### src/hdl/mipf_ram.sv
// Generic simple dual-port RAM (one write port, one read port) with registered read.
module mipf_ram #(
    parameter int WIDTH = 8,
    parameter int DEPTH = 16
) (
    input  logic                     aclk,
    input  logic                     we,
    input  logic [$clog2(DEPTH)-1:0] waddr,
    input  logic [WIDTH-1:0]         wdata,
    input  logic [$clog2(DEPTH)-1:0] raddr,
    output logic [WIDTH-1:0]         rdata
);
    logic [WIDTH-1:0] mem [DEPTH];

    always_ff @(posedge aclk) begin
        if (we) begin
            mem[waddr] <= wdata;
        end
        rdata <= mem[raddr];
    end
endmodule

### config.mk
export PLATFORM = sky130hd
export DESIGN_NAME = mipf_ram
export DESIGN_NICKNAME = d
export VERILOG_FILES = /design/src/hdl/mipf_ram.sv
export SDC_FILE = /design/constraint.sdc
export NUM_CORES = 1
export LEC_CHECK = 0
export BUFFER_PORTS_ARGS = -buffer_cell sky130_fd_sc_hd__buf_2
export CAP_MARGIN = 20
export CORE_MARGIN = 1.5
export CORE_UTILIZATION = 27
export DETAILED_ROUTE_END_ITERATION = 7
export PLACE_DENSITY = 0.4
export SLEW_MARGIN = 20
export SYNTH_ARGS = -nofsm -noshare
export SYNTH_HDL_FRONTEND = slang
export SYNTH_SLANG_ARGS = --single-unit
### constraint.sdc
create_clock -name aclk -period 2.28 [get_ports aclk]
set_clock_uncertainty 0.15 [all_clocks]
set_input_delay 0.57 -clock aclk [delete_from_list [all_inputs] [get_ports aclk]]
set_output_delay 0.57 -clock aclk [all_outputs]
set_load 0.05 [all_outputs]
# [After elaboration in Yosys (flattened, before gate mapping)]
# Memories as Yosys holds them, arrays and structs flattened. A register that Yosys moved wholly into a read port is not among the register bits.
# Cells that the tools add are included.
[op_classes] n_mux=2
[op_table] cell="$mux W1" n=2
[word_totals] n_memories=1 wordCells=3 ramBits=128 regBits=0
[mem_list] memory="mem" depth=16 word_bits=8 rd=1 rd_ports_with_merged_regs=1 wr=1 line_no="13" rtl="logic [WIDTH-1:0] mem [DEPTH];"

# [Depth between registers and ports, before layout]
# Gate-level depths: netlist (run 1).
[logic_depth] ltp_word=2 ltp_mapped=5

# [Worst setup path after synthesis (run 1)]
# No wires, ideal clock.
[synth_path] path_kind="input to register" start="input port waddr[2]" end="memory mem[0][0], enable pin" arrival_time_ps=1680 path_slack_ps=67 t_required_ps=1747 n_path_buf=0 path_stages=2 cell_sequence="or3b_2 -> nor3_1"
[synth_rtl] element="from (decl)" line_no="8" rtl="input logic [$clog2(DEPTH)-1:0] waddr,"
[synth_rtl] element="to (decl)" line_no="13"
# Straight into the memory's write port.

# [Worst setup path after layout (run 1)]
[layout_path] start="register rdata[6], read port of mem" end="output port rdata[6]"
[layout_rtl] element="from (decl)" line_no="11" rtl="output logic [WIDTH-1:0] rdata"
# No word-level cell between the ends.

==> metrics.cfg, run 1 <==
[outcome]
status=finished, final reports clean

[global_routing]
top_usage_layer=met2
grt_pass1_vias=2556
use_met3=0.0380
gr-usage-all-layers=0.124
grt_pass1_wl_um=16900
grt_max_degree=17
gr-total-overflow=0
gr-usage-met1=0.153
use_met2=0.201
grt_antenna_before_repair=0

[pwr]
combPwrFrac=0.060
internal_power_mw=4.33
power.density_mw_per_mm2=882
clkPwrFrac=0.425
vdd_ir_drop_max_mv=0.470
p_sw_mw=1.14
p_sw_frac=0.209
pwr-share-seq=0.515
p_leak_nw=2.08

[timing]
rsz0062_at_grt=false
min_period_ps=1800
fin_setup_tns_ps=0
finalCritPeriodShare=0.791
slew_headroom=0.445
slew_viol_final=0
setup_viol=0
worst_pin_slew_ps=831
worst_hold_slack_ps=395
fmax_mhz=554
hold_violations=0

[critical_path]
start_kind=flip-flop
critPathTopFamily=flip-flops
cp_cell_sequence=buf_2
cp_num_buf_inv=1
critical_path_arrival_ps=1080
setup.worst_path.end_class=primary output
worstSetupPathType=flip-flop to primary output
critPathSlowestCell=dfxtp_1
critPathMaxStageDelay_ps=380
worst_ep_required_time_ps=1560
cp_max_fo=1

[clocking]
post_cts_buffers=0
numCtsBuffers=17
path_clk_slew_ps=60
cts_buffer_depth=2
htreeDepth=4
numClockSinks=136
cts_resized=0
cts_tree=done
root_buffer=clkbuf_16
clk_latency_ps=420
cts_hold_buffers=0

[routing]
wl_per_cell_um=21.1
drt.antenna.violating_nets=0
vias=2395
finalWirelength_um=11200
drtIter0Drc=127
drt_first_pass_iters=4
drc=0
routed_via_density=4.52

[placement]
placed_cell_area_mm2=0.00570
dp_hpwl_um=7430
dp_cells=501
portBuffers=25
gp_congestion=0.668

[floorplanning]
ios=26
die_y_um=141
core_region_area_mm2=0.0187
die_width_um=141
initial_core_util=0.275
die_area_mm2=0.0199
rows=50

[finish]
nNetsFinal=304
syn2layout_area_growth_pct=20.4
fillerInstances=1757
final_cell_area_mm2=0.00620
diodes=0
fin_cells=530
drive_above_1_share=0.304

[logic_synthesis]
syn_avg_cell_area_um2=22.5
synth_fp_nets=247
ys_ff_latch=136
netlist_area_mm2=0.00515
synthCells=229
ys_seq_area_frac=0.778
synth.distinct_cells=19
yosysWarningCount=0

[min_path]
hold_class=input pin to flip-flop

[job]
maxCapViolations=0

[metrics by stage]
step           setup WS (ps)  utilization  power [mW]
6_report                 475        0.331        5.47
5_1_grt                  437        0.331        5.66
4_1_cts                  441        0.331        5.54
3_5_place_dp            88.2        0.305        3.20
3_3_place_gp            69.6        0.305        3.20
2_1_floorplan           67.1            -        3.06
[layout make-up]
| class | instances | area [µm²] | area share |
|---|---|---|---|
| clock buffer | 23 | 468 | 0.0755 |
| clock inverter | 6 | 30.0 | 0.00484 |
| multi-input combinational | 83 | 1060 | 0.171 |
| sequential | 136 | 4000 | 0.646 |
| tap | 234 | 293 | 0.0472 |
| timing repair buffer | 48 | 348 | 0.0561 |
[kinds of logic (layout without fill, tap and decap cells)]
logic type | after synthesis | in the layout | synth area share
AOI/OAI and AO/OA | 16 | 16 | 0.0233
buffers and inverters | 10 | 77 | 0.0168
DFF | 136 | 136 | 0.778
muxes | 32 | 32 | 0.150
and+or+nand+nor | 35 | 35 | 0.0318
[cell usage after synthesis (all sizes together)]
master,instances,area share
nand3,1,0.00097
or3b,1,0.0017
nand3b,2,0.0029
nand2,9,0.0066
nand2b,2,0.0024
nor2,13,0.0095
clkdlybuf4s25,3,0.0058
mux4,32,0.15
dfxtp,8,0.031
nor3,4,0.0039
a22oi,16,0.023
nor2b,1,0.0012
edfxtp,128,0.75
and2,1,0.0012
buf,7,0.011
and2b,1,0.0015
[sequential cells by signal (all words and copies together), names as in the netlist]
signal / cells
mem: 128
rdata: 8
[metal layers]
| layer | vias up | routed length, µm |
|---|---|---|
| li1 | 1081 | - |
| met1 | 1265 | 5110 |
| met2 | 39 | 5600 |
| met3 | 10 | 346 |
| met4 | 0 | 151 |
| met5 | - | 0 |
[placed cells by master (no fill, tap or decap)]
master	instances
buf_2	25
nand2b_1	2
dfxtp_1	8
and2b_1	1
nand3_1	1
clkbuf_1	4
mux4_2	18
edfxtp_1	128
clkinvlp_4	1
and2_1	1
clkinv_2	3
mux4_1	14
nand3b_1	2
clkbuf_16	17
nor3_1	4
nor2b_1	1
clkinv_1	2
clkbuf_8	2
buf_4	19
nor2_1	13
nand2_1	9
buf_12	4
a22oi_1	16
or3b_2	1
[path summary, 6_finish.rpt]
check	from	to	slack, ps	depth (start not counted)
max reg2reg	mem[1][5]	rdata[5]	740	3
min reg2reg	mem[11][5]	rdata[5]	530	3
max	rdata[6]	rdata[6]	480	1
min	wdata[1]	mem[12][1]	390	1
[power groups by stage]
stage | Combinational, mW | Clock [mW] | Sequential, mW
4_1_cts | 0.337 | 2.38 | 2.82
6_report | 0.330 | 2.33 | 2.82
2_1_floorplan | 0.142 | 0 | 2.92
5_1_grt | 0.358 | 2.48 | 2.82
3_3_place_gp | 0.336 | 0 | 2.87
3_5_place_dp | 0.337 | 0 | 2.87
Note: power is estimated with default switching activity, not from simulation.
==> run 2: changes to the inputs <==
--- a/config.mk
+++ b/config.mk
@@ -10,7 +10,7 @@
 export CORE_MARGIN = 1.5
 export CORE_UTILIZATION = 27
 export DETAILED_ROUTE_END_ITERATION = 7
-export PLACE_DENSITY = 0.4
+export PLACE_DENSITY = 0.39
 export SLEW_MARGIN = 20
 export SYNTH_ARGS = -nofsm -noshare
 export SYNTH_HDL_FRONTEND = slang
==> constraint.sdc (replaced) <==
create_clock -name aclk -period 1.7 [get_ports aclk]
set_clock_uncertainty 0.15 [all_clocks]
set_input_delay 0.425 -clock aclk [delete_from_list [all_inputs] [get_ports aclk]]
set_output_delay 0.425 -clock aclk [all_outputs]
set_load 0.05 [all_outputs]
==> run 2 against run 1 <==
Against the previous run: count of clock-buffer cells in the layout down 5; non-clock buffer count up 12; sequential power up 34%; largest cell class unchanged; core utilization up 1.9 points; setup slack worse by 420 ps; wire length down 2.6%; clock power up 68%; power up 49%; final cell count up 2.8%; largest power group is now the clock network; via count up 0.50%; critical path depth unchanged; design area up 5.8%.
==> metrics.cfg, run 2 (synthesis results as in run 1) <==
[finish]
top_regs=mem (128), rdata (8)
largest-register=mem
nNetsFinal=316  ; +3.9%
final_common_cell=edfxtp_1
fillerInstances=1735  ; -1.3%
diodes=0  ; unchanged
largest_reg_flops=128  ; unchanged
multiInputGateArea_mm2=0.00109  ; +3.0%
layout_common_cells=edfxtp_1, buf_2, buf_4
regArea_mm2=0.00400  ; unchanged
syn2layout_area_growth_pct=27.4
drive_above_1_share=0.367  ; +0.0625

[critical_path]
critPathMaxStageDelay_ps=370  ; about the same
setup.worst_path.end_class=primary output
cp_cell_sequence=buf_2
start_kind=flip-flop
cp_num_buf_inv=1  ; unchanged
critPathSlowestCell=dfxtp_1
r2r_setup_slack_ps=170  ; -570 ps
critical_path_arrival_ps=1070  ; about the same
r2r_end=rdata[3]
reg2reg_from=mem[5][3]
cp_max_fo=1  ; unchanged
critPathTopFamily=flip-flops
worst_ep_required_time_ps=1120  ; -440 ps
ff2ff_path_depth=3  ; unchanged
worstSetupPathType=flip-flop to primary output

[min_path]
hp-start=wdata[4]
hold_class=input pin to flip-flop
min_path_cells=1  ; unchanged
hold_path_end=mem[2][4]

[floorplanning]
ios=26  ; unchanged
die_area_mm2=0.0199  ; unchanged
die_y_um=141  ; unchanged
initial_core_util=0.275  ; unchanged
die_width_um=141  ; unchanged
rows=50  ; unchanged
core_region_area_mm2=0.0187  ; unchanged

[clocking]
cts_tree=done
post_cts_buffers=0  ; unchanged
cts_resized=0  ; unchanged
htreeDepth=4  ; unchanged
cts_buffer_depth=2  ; unchanged
path_clk_slew_ps=60  ; about the same
root_buffer=clkbuf_16
clk_latency_ps=420  ; about the same
numClockSinks=136  ; unchanged
numCtsBuffers=17  ; unchanged
cts_hold_buffers=0  ; unchanged

[pwr]
pwr-share-seq=0.462  ; -0.053
p_sw_frac=0.200  ; -0.00810
vdd_ir_drop_max_mv=0.591  ; +26%
p_sw_mw=1.64  ; +43%
clkPwrFrac=0.479  ; +0.054
p_leak_nw=2.24  ; +7.7%
combPwrFrac=0.059  ; about the same
power.density_mw_per_mm2=1240  ; +41%
internal_power_mw=6.52  ; +51%

[global_routing]
grt_pass1_wl_um=16800  ; -0.97%
gr-total-overflow=0  ; unchanged
gr-usage-all-layers=0.122  ; -0.00112
grt_antenna_before_repair=0  ; unchanged
grt_max_degree=17  ; unchanged
grt_pass1_vias=2664  ; +4.2%

[timing]
worst_slack_ps=55.8  ; -420 ps
finalCritPeriodShare=0.967
slew_viol_final=0  ; unchanged
rsz0062_at_grt=false
setup_viol=0  ; unchanged
min_period_ps=1640
fmax_mhz=608
worst_pin_slew_ps=810  ; -20.4 ps
slew_headroom=0.459  ; +0.0136
hold_violations=0  ; unchanged
fin_setup_tns_ps=0  ; unchanged

[routing]
drc=0  ; unchanged
routed_via_density=4.42  ; -2.3%
drt_first_pass_iters=4  ; unchanged
wl_per_cell_um=20.0  ; -5.2%
finalWirelength_um=10900  ; -2.6%
vias=2407  ; +0.50%
drtIter0Drc=123  ; -3.1%
drt.antenna.violating_nets=0  ; unchanged

[outcome]
status=finished, final reports clean

[placement]
pre_cts_ws_ps=-352  ; -440 ps
portBuffers=25  ; unchanged
gp_congestion=0.695  ; +4.0%
dp_hpwl_um=7600  ; +2.2%

[job]
maxCapViolations=0  ; unchanged

==> run 2: cell type report <==
class	count	area share
flip-flops and latches	136	0.611
multi-input cells	83	0.166
repair buffers	60	0.0820
clock buffers	18	0.0654
well taps	234	0.0446
clock inverters	14	0.0313
==> run 2: worst max path at each step <==
| stage | start | end | slack (ps) | cells after the start |
|---|---|---|---|---|
| floorplan | raddr[0] | rdata[1] | -10 | 5 |
| global placement | raddr[0] | rdata[2] | -380 | 5 |
| detailed placement | raddr[0] | rdata[2] | -350 | 5 |
| CTS | rdata[6] | rdata[6] | 40 | 1 |
| global route | raddr[0] | rdata[3] | 5 | 5 |
| finish | rdata[6] | rdata[6] | 60 | 1 |
==> run 2: power groups by stage <==
stage          Sequential, mW  Clock, mW  Combinational, mW
2_1_floorplan            3.91          0              0.196
3_3_place_gp             3.84          0              0.492
3_5_place_dp             3.84          0              0.493
4_1_cts                  3.77       3.99              0.494
5_1_grt                  3.78       4.14              0.519
6_report                 3.77       3.91              0.481
==> run 2: routing by layer <==
layer	GRT usage	up-vias	share of wire
met1	0.166	1239	0.49
met2	0.182	38	0.46
met4	0.0630	0	0.023
met5	0	-	0
met3	0.0316	19	0.025
li1	-	1111	-
==> run 2: through the flow <==
stage	power, mW	std cells	hold slack, ps	utilization	area, µm²
floorplan	4.11	229	374	-	5190
global placement	4.33	513	521	0.317	5920
detailed placement	4.33	513	522	0.317	5920
CTS	8.25	545	238	0.351	6560
global route	8.43	545	248	0.351	6560
finish	8.16	545	247	0.351	6560
